[src/hw/rtl/transformed_vertex_bounding_box_unit_macros.svh]
// Assertion macros for the bounding box unit
`ifndef TRANSFORMED_VERTEX_BOUNDING_BOX_UNIT_MACROS_SVH
`define TRANSFORMED_VERTEX_BOUNDING_BOX_UNIT_MACROS_SVH

// implication checked on every rising clock edge outside reset
`define TVB_ASSERT_IMP(label, ante, cons) \
    label: assert property (@(posedge clk) disable iff (!rst_n) (ante) |-> (cons)) \
        else $error("tvb check failed");

// implication whose consequent is checked in the cycle after the antecedent
`define TVB_ASSERT_NEXT(label, ante, cons) \
    label: assert property (@(posedge clk) disable iff (!rst_n) (ante) |=> (cons)) \
        else $error("tvb check failed");

`endif

[src/hw/rtl/tvbb_pkg.sv]
// ----------------------------------------------------------------------------
// tvbb_pkg
// Types, constants and helper functions for the bounding box unit.
// ----------------------------------------------------------------------------
package tvbb_pkg;

    localparam int DEFAULT_COORD_WIDTH = 32;
    localparam int FIELD_W = 32;
    localparam int QUAT_W = 16;
    localparam int MAT_W = 18;

    typedef enum logic [1:0] {
        OP_NODE   = 2'd0,
        OP_VERTEX = 2'd1,
        OP_FINISH = 2'd2,
        OP_RSVD   = 2'd3
    } op_t;

    typedef enum logic [2:0] {
        ST_IDLE,
        ST_MAT,
        ST_SCALE,
        ST_ROT,
        ST_WIDEN,
        ST_OUT
    } state_t;

    // command bundle from controller to datapath
    typedef struct packed {
        logic       load_node;
        logic       mat_step;
        logic       scale_step;
        logic       rot_step;
        logic       widen_geo;
        logic       finish;
        logic [3:0] step;
    } cmd_t;

    // saturate a 64-bit signed value to a signed width w (16..32), 32-bit result
    function automatic logic signed [31:0] sat_w(input logic signed [63:0] v, input int w);
        logic signed [63:0] hi;
        logic signed [63:0] lo;
        begin
            hi = (64'sd1 <<< (w - 1)) - 64'sd1;
            lo = -hi - 64'sd1;
            if (v > hi)
                sat_w = hi[31:0];
            else if (v < lo)
                sat_w = lo[31:0];
            else
                sat_w = v[31:0];
        end
    endfunction

endpackage

[src/hw/rtl/tvbb_ctrl.sv]
// ----------------------------------------------------------------------------
// tvbb_ctrl
// Sequencer: steps the matrix build, then scale and rotate on the shared multiplier.
// ----------------------------------------------------------------------------
module tvbb_ctrl
(
    input  logic               clk,
    input  logic               rst_n,
    input  logic               in_valid,
    output logic               in_ready,
    input  logic [1:0]         operation,
    output logic               out_valid,
    input  logic               out_ready,
    output tvbb_pkg::cmd_t     cmd
);
    import tvbb_pkg::*;

    state_t     state_reg, state_next;
    logic [3:0] step_reg, step_next;

    always_ff @(posedge clk or negedge rst_n)
    begin
        if (!rst_n)
        begin
            state_reg <= ST_IDLE;
            step_reg  <= '0;
        end
        else
        begin
            state_reg <= state_next;
            step_reg  <= step_next;
        end
    end

    always_comb
    begin
        state_next = state_reg;
        step_next  = step_reg;
        unique case (state_reg)
            ST_IDLE:
            begin
                step_next = '0;
                if (in_valid)
                begin
                    priority case (op_t'(operation))
                        OP_NODE:   state_next = ST_MAT;
                        OP_VERTEX: state_next = ST_SCALE;
                        OP_FINISH: state_next = ST_OUT;
                        default:   state_next = ST_IDLE;
                    endcase
                end
            end
            ST_MAT:
            begin
                // nine matrix entries, one per cycle
                step_next = step_reg + 4'd1;
                if (step_reg == 4'd8)
                begin
                    state_next = ST_IDLE;
                end
            end
            ST_SCALE:
            begin
                step_next = step_reg + 4'd1;
                if (step_reg == 4'd2)
                begin
                    state_next = ST_ROT;
                    step_next  = '0;
                end
            end
            ST_ROT:
            begin
                step_next = step_reg + 4'd1;
                if (step_reg == 4'd8)
                begin
                    state_next = ST_WIDEN;
                end
            end
            ST_WIDEN:
                state_next = ST_IDLE;
            ST_OUT:
                if (out_ready)
                begin
                    state_next = ST_IDLE;
                end
            default:
                state_next = ST_IDLE;
        endcase
    end

    always_comb
    begin
        in_ready       = (state_reg == ST_IDLE);
        out_valid      = (state_reg == ST_OUT);
        cmd            = '0;
        cmd.step       = step_reg;
        cmd.load_node  = in_ready && in_valid && (operation == OP_NODE);
        cmd.mat_step   = (state_reg == ST_MAT);
        cmd.scale_step = (state_reg == ST_SCALE);
        cmd.rot_step   = (state_reg == ST_ROT);
        cmd.widen_geo  = (state_reg == ST_WIDEN);
        cmd.finish     = out_valid && out_ready;
    end

endmodule

[config.mk]
export PLATFORM = sky130hd
export DESIGN_NAME = tvbb_ctrl
export DESIGN_NICKNAME = d
export VERILOG_FILES = /design/src/hw/rtl/transformed_vertex_bounding_box_unit_macros.svh /design/src/hw/rtl/tvbb_pkg.sv /design/src/hw/rtl/tvbb_ctrl.sv
export SDC_FILE = /design/constraint.sdc
export NUM_CORES = 1
export LEC_CHECK = 0
export ABC_AREA = 0
export BUFFER_PORTS_ARGS = -buffer_cell sky130_fd_sc_hd__buf_2
export CAP_MARGIN = 25
export CORE_AREA = 8 8 50 52
export DETAILED_ROUTE_END_ITERATION = 8
export DIE_AREA = 0 0 58 60
export HOLD_SLACK_MARGIN = 0.15
export SLEW_MARGIN = 20
export SYNTH_ARGS = -nofsm -noshare
export SYNTH_HDL_FRONTEND = slang
export SYNTH_SLANG_ARGS = --single-unit
export TNS_END_PERCENT = 10
[constraint.sdc]
create_clock -name clk -period 4.5 [get_ports clk]
set_clock_uncertainty 0.1 [all_clocks]
set_input_delay 0.45 -clock clk [delete_from_list [all_inputs] [get_ports clk]]
set_output_delay 0.45 -clock clk [all_outputs]
set_load 0.005 [all_outputs]
# Word-level counts from Yosys, hierarchy flattened
# Cells that the tools add are included.
# word_totals
out_inout_bits,12
input_bits,6
reg_bits,7
elab_cells,34
# classes
n_mux,9
addsub,1
reduce_logical,8
eq_ne,14
# ops
op,n
3-bit 2-to-1 mux,5
3-bit one-hot mux with 5 select lines,1
4-bit one-hot mux with 3 select lines,1
3-bit one-hot mux with 3 select lines,1
2-bit by 1-bit != test with 1-bit output (second input constant),4
3-bit by 2-bit == test with 1-bit output (second input constant),2
3-bit == test (second input constant),2
5-bit AND reduction,1
4-bit by 1-bit adder with 4-bit output (second input constant),1
4-bit by 2-bit == test with 1-bit output (second input constant),1
4-bit == test (second input constant),1
4-bit 2-to-1 mux,1
3-bit by 1-bit == test with 1-bit output (second input constant),1
1-bit logical AND,3
3-bit zero test,1
3-bit nonzero test,1
2-bit by 1-bit == test with 1-bit output (second input constant),1
2-bit == test (second input constant),1
2-bit zero test,1
2-bit != test (second input constant),1
2-bit OR reduction,1

# Logic depth before layout (Yosys ltp)
# Gate-level depths: netlist of the first run.
# depth
ltp_word,4
mapped_depth,5
depth_no_buf,5

# Worst setup path after synthesis of the first run
# No wires, ideal clock.
# synth_timing
kind,register -> output
from,reg state_reg[0]
to,out cmd[9] in the netlist's numbering
arrival_ns,1.005
slack_ns,2.945
t_required_ns,3.950
stages_incl_launch_ff,4
n_path_buf,1
cell_sequence,dfrtp_1 > buf_2 > nor3_1 > and3_1
# synth_lines
item,line_no,source
"start, declared",tvbb_ctrl.sv:18,"state_t state_reg, state_next;"
"start signal, assigned",tvbb_ctrl.sv:30,state_reg <= state_next;
"end, declared",tvbb_ctrl.sv:14,output tvbb_pkg::cmd_t cmd

==> results.md, run 1 <==
* Status: finished clean
* Worst Path Max Fanout at 17
* DRT antenna net count at 0
* Root buffer cell: clkbuf_4
* Fin cells at 96
* Core Region at 1802 sq um
* Aggregate routed wire length at 1.180 mm
* CP Data Required Time at 3.95 ns
* Clock power share at 0.137
* Sequential-to-total area share from yosys stat at 0.3483
* Clock Pin Slew Worst Setup and Hold Paths at 0.05 ns
* Synth Register Bits at 7
* Most common cell in the netlist: dfrtp_1
* Setup ws final at 2.600 ns
* Remaining DRCs at 0
* Placed Cells at 91
* Comb power frac at 0.488
* Synth cell types at 28
* Fillcell total at 201
* PwrDens at 655.0 nW/um^2
* Sw Ratio at 0.4389
* Mapped cell area at 503.0 sq um
* Main combinational cell family by area after synthesis: simple AND/OR/NAND/NOR gates
* Clock Tree Buf Depth at 2
* Avg Cell Area, Syn at 8.525 sq um
* Nets at 88
* Clk Latency, worst-skew pair at 0.24 ns
* CTS tree: built
* DP Worst Slack at 2.868 ns
* Final critical-path share of the clock period at 0.4222
* First-pass DRT Iterations at 4
* Worst slew pin tran at 0.4548 ns
* Vias in the first global route at 438
* Switching pwr at 181.6 uW
* Setup TNS at 0 ns
* Buffers added on ports at 17
* Syn-to-layout area delta at 25.62%
* Synth area leader: dfrtp_1
* Post-Synth Simple-Gate Area at 0.2960
* Initial antenna violation count at 0
* Vias per cell at 4.833
* Startpoint types: flip-flop
* H-tree depth at 1
* Portion of netlist area occupied by mux cells at 0
* Crit path kind: flip-flop to primary output
* Commonest cells in the netlist: dfrtp_1 (7), inv_1 (6), nor2_1 (6)
* CTS Buf Count at 3
* Setup crit end kind: primary output
* DR WL/cell at 12.29 microns
* Final min period at 1.900 ns
* Share of power burned in registers at 0.376
* Post-synth net total at 68
* Max_cap viols at 0
* Hold WC Path Type: primary input to flip-flop
* Routability congestion estimate at 0.7154
* Initial Util at 0.2792
* DR vias at 464
* Max reg flops at 4
* Ys async rst share at 1.000
* Fmax at 526.3 MHz
* Arr. time, crit path at 1.35 ns
* Post-Synth XOR/XNOR Area at 0.03483
* Dpl hpwl at 893.8 microns
* Initial DRC Count at 20
* Synth warn at 0
* Post-Synth Adder-Cell Area at 0.07463
* Cells after synthesis at 59
* Clock sinks at 7
* Leak pwr at 0.0003323 uW
* Max-slew violations at 0
* IO Count at 18
* First-pass GRT wire length at 1.966 mm
* Ratio of cells with drive above 1 in the final layout at 0.3077
* Die Height at 60 microns
* Synth Area in Compound Gates at 0.1716
* Die area at 3480 sq um
* Relative slew slack at 0.6968
* Final hold vios at 0
* Diodes inserted at 0
* Most area-consuming cells after synthesis: dfrtp_1 (35%), ha_1 (7.5%), inv_1 (4.5%)
* Chip Width at 58 microns
* Post-synth EDFFs at 0
* Largest net degree at the start of global routing at 18
* RSZ-0062 raised after global routing: no
* Synth Flop Type: dfrtp_1
* Cell Int Power at 232.2 uW
* Area share of the largest cell type after synthesis at 0.3483
* GRT overflow at 0
* Gr usage total at 0.07238
* Peak VDD IR at 0.2275 mV
* Std-Cell Rows at 16
* Finish-stage setup viols at 0
kinds of logic after synthesis:
logic type,Yosys count
buffers and inverters,9
adders and majority gates,3
DFF,7
xor gates and xnor gates,2
AOI/OAI and AO/OA,11
and+or+nand+nor,27
cell type report:
cell class,instances,area [sq um],area share
tap,18,22.52,0.03564
sequential,7,175.2,0.2772
inverter,6,22.52,0.03564
multi-input combinational,43,290.3,0.4594
timing repair buffer,18,95.09,0.1505
clock buffer,4,26.28,0.04158
power groups by stage:
stage          registers [uW]  logic (uW)  clock network (uW)
2_1_floorplan             118         174                   0
3_3_place_gp              154         203                   0
3_5_place_dp              157         203                   0
4_1_cts                   156         206                58.6
5_1_grt                   164         232                61.5
6_report                  155         202                56.6
timing repair:
item | in CTS | in global routing
hold buffers | 1 | 0
hold endpoints to repair | 7 | 0
gates resized for setup | 0 | 0
setup buffers | 0 | 0
worst max-delay path: stages (launching register included):
cell and delay, ns:
dfrtp_1 0.54, nor3b_1 0.38, buf_2 0.19
routing by layer:
layer,share of wire,vias up,global-route usage
li1,-,244,-
met1,0.49,213,0.08946
met2,0.47,7,0.1131
met3,0.038,0,0.02151
met4,0,0,0.03147
met5,0,-,0
worst paths after layout:
path | start | end | slack [ns] | cells after the start
worst max register to register | step_reg[0] | step_reg[2] | 2.88 | 5
worst min register to register | step_reg[0] | step_reg[0] | 0.49 | 2
min in group asynchronous | rst_n | step_reg[1] | 0.47 | 2
max in group asynchronous | rst_n | state_reg[1] | 3.67 | 2
worst max-delay path | state_reg[2] | cmd[7] | 2.60 | 2
worst min-delay path | out_ready | state_reg[2] | 0.32 | 2
metrics by stage:
step	area (sq um)	utilization	hold slack (ns)	power, uW
after floorplan	503.0	-	0.05441	292.0
after detailed placement	595.6	0.3306	0.1963	360.4
after CTS	631.9	0.3507	0.3158	420.2
after global placement	595.6	0.3306	0.1927	357.8
after global routing	631.9	0.3507	0.3127	457.8
final	631.9	0.3507	0.3227	413.9
cell usage in the layout, fill, tap and decap left out, types with 2 or more instances in the layout:
cell type / n
nand2b_1: 3
inv_1: 6
and2_1: 2
nor3_1: 3
nor2b_1: 2
and3_1: 2
ha_1: 3
nand2_1: 4
buf_2: 17
dfrtp_1: 7
o21ai_0: 2
nor2_1: 6
clkbuf_4: 3
Power figures use the tool's default switching activity.
==> run 2, diff against run 1 <==
==> constraint.sdc (replaced) <==
create_clock -name clk -period 1.9 [get_ports clk]
set_clock_uncertainty 0.1 [all_clocks]
set_input_delay 0.19 -clock clk [delete_from_list [all_inputs] [get_ports clk]]
set_output_delay 0.19 -clock clk [all_outputs]
set_load 0.005 [all_outputs]
==> run 2 against run 1 <==
Global-route usage up 0.099 points. Sequential power is 140% higher. Critical path type unchanged. Setup slack worse by 2.4 ns. Critical path depth did not move. Critical endpoint unchanged. Die area did not move. Non-clock buffer count is 1 higher. Via count is 3.7% higher. Flip-flop and latch count did not move. Combinational power grew 140%.
==> results.md, run 2 (synthesis gave the netlist of run 1 again) <==
* Status: finished clean (unchanged)
* Vias per cell at 4.959 (was 4.833)
* Setup crit end kind: primary output (unchanged)
* Chip Width at 58 microns (unchanged)
* Gr usage total at 0.07337 (was 0.07238)
* Worst Reg-to-Reg Cells at 5 (unchanged)
* Hold WC Path Type: primary input to async pin (was primary input to flip-flop)
* PwrDens at 1542 nW/um^2 (was 655.0 nW/um^2)
* Leak pwr at 0.0003365 uW (was 0.0003323 uW)
* Die area at 3480 sq um (unchanged)
* Commonest non-fill, non-tap cell in the layout: buf_2 (unchanged)
* First-pass GRT wire length at 1.987 mm (was 1.966 mm)
* GR Util met1 at 0.08733 (was 0.08946)
* Fmax at 589.0 MHz
* Sequential Area at 175.2 sq um (unchanged)
* R2r setup slk at 0.29 ns (was 2.88 ns)
* Highest-count cells in the layout ignoring fill and taps: buf_2 (17), dfrtp_1 (7), inv_1 (6), nor2_1 (6), nand2_1 (4) (unchanged)
* Largest net degree at the start of global routing at 18 (unchanged)
* Arr. time, crit path at 1.41 ns (was 1.35 ns)
* Max reg flops at 4 (unchanged)
* Remaining DRCs at 0 (unchanged)
* Peak VDD IR at 0.6286 mV (was 0.2275 mV)
* Initial Util at 0.2792 (unchanged)
* Multi-input combinational cell area at 290.3 sq um (unchanged)
* Root buffer cell: clkbuf_4 (unchanged)
* RSZ-0062 raised after global routing: no (unchanged)
* M3 GR Usage at 0.02581 (was 0.02151)
* GRT overflow at 0 (unchanged)
* Ratio of cells with drive above 1 in the final layout at 0.3038 (was 0.3077)
* Initial DRC Count at 18 (was 20)
* Aggregate routed wire length at 1.192 mm (was 1.180 mm)
* DR vias at 481 (was 464)
* CP Data Required Time at 1.61 ns (was 3.95 ns)
* Grt met2 use at 0.1115 (was 0.1131)
* DR WL/cell at 12.29 microns (about the same)
* Clock Pin Slew Worst Setup and Hold Paths at 0.05 ns (about the same)
* Core Region at 1802 sq um (unchanged)
* Max-slew violations at 0 (unchanged)
* Crit path kind: flip-flop to primary output (unchanged)
* Die Height at 60 microns (unchanged)
* CTS tree: built (unchanged)
* Syn-to-layout area delta at 27.61% (was 25.62%)
* Startpoint types: flip-flop (unchanged)
* Final hold vios at 0 (unchanged)
* Initial antenna violation count at 0 (unchanged)
* Finish-stage setup viols at 0 (unchanged)
* CTS Buf Count at 3 (unchanged)
* Worst flop-to-flop path startpoint: step_reg[0] (unchanged)
* Diodes inserted at 0 (unchanged)
* Setup ws final at 0.2021 ns (was 2.600 ns)
* Routability congestion estimate at 0.7030 (was 0.7154)
* First-pass DRT Iterations at 4 (unchanged)
* Number of gates resized after cts at 0 (unchanged)
* Max_cap viols at 0 (unchanged)
* Postcts setup bufs at 0 (unchanged)
* DRT antenna net count at 0 (unchanged)
* Std-Cell Rows at 16 (unchanged)
* Setup TNS at 0 ns (unchanged)
* Worst r2r dst: step_reg[2] (unchanged)
* Dpl hpwl at 888.7 microns (was 893.8 microns)
* Buffers added on ports at 17 (unchanged)
* CTS Hold Bufs at 2 (was 1)
* DP Worst Slack at 0.2977 ns (was 2.868 ns)
* Setup crit end: cmd[7] (unchanged)
* Clock Tree Buf Depth at 2 (unchanged)
* Clk Latency, worst-skew pair at 0.25 ns (was 0.24 ns)
* Global routing's busiest layer: met2 (unchanged)
* Nets at 89 (was 88)
* Final min period at 1.698 ns
* Critical path launch point: state_reg[2] (unchanged)
* Vias in the first global route at 444 (was 438)
* Worst Path Max Fanout at 17 (unchanged)
* IO Count at 18 (unchanged)
* Fillcell total at 201 (unchanged)
* H-tree depth at 1 (unchanged)
* Clock sinks at 7 (unchanged)
* Final critical-path share of the clock period at 0.8936
* Worst slew pin tran at 0.4887 ns (was 0.4548 ns)
* Relative slew slack at 0.6742 (was 0.6968)
==> run 2: cell count changes in the layout (fill, tap and decap cells not counted) <==
cell and change:
dlygate4sd3_1 +1
==> run 2: per-layer routing <==
metal  wire (microns)  up-vias
li1                 -      247
met1              530      223
met2              595       11
met3               66        0
met4                0        0
met5                0        -
==> run 2: final cells by class <==
type | instances | area share
Multi-Input combinational cell | 43 | 0.4522
Sequential cell | 7 | 0.2729
Inverter | 6 | 0.03509
Timing Repair Buffer | 19 | 0.1637
Clock buffer | 4 | 0.04094
Tap cell | 18 | 0.03509
==> run 2: power by group <==
part           total, uW  switching [uW]  internal [uW]
registers            370             156            214
logic                484             224            260
clock network        136            55.8           80.2
total                990             436            553
==> run 2: critical path, cell delays in order, from the launching register on <==
cell,delay (ns)
dfrtp_1,0.55
nor3b_1,0.41
buf_2,0.19
==> run 2: stage by stage <==
stage               hold WS [ns]  instance area (sq um)  power (uW)    util  instances
finish                    0.2048                  641.9       989.8  0.3563         97
global route              0.2226                  641.9        1098  0.3563         97
CTS                       0.2007                  641.9        1011  0.3563         97
detailed placement      -0.06652                  595.6       859.4  0.3306         91
global placement        -0.06834                  595.6       849.6  0.3306         91
floorplan                -0.2056                  503.0       691.6       -         59
==> run 2: worst min-delay path by stage <==
stage | end | cells past startpoint
after floorplan | state_reg[0] | 0
after global placement | step_reg[2] | 1
after detailed placement | step_reg[0] | 1
after CTS | state_reg[2] | 2
after global routing | step_reg[0] | 2
final | state_reg[2] | 2
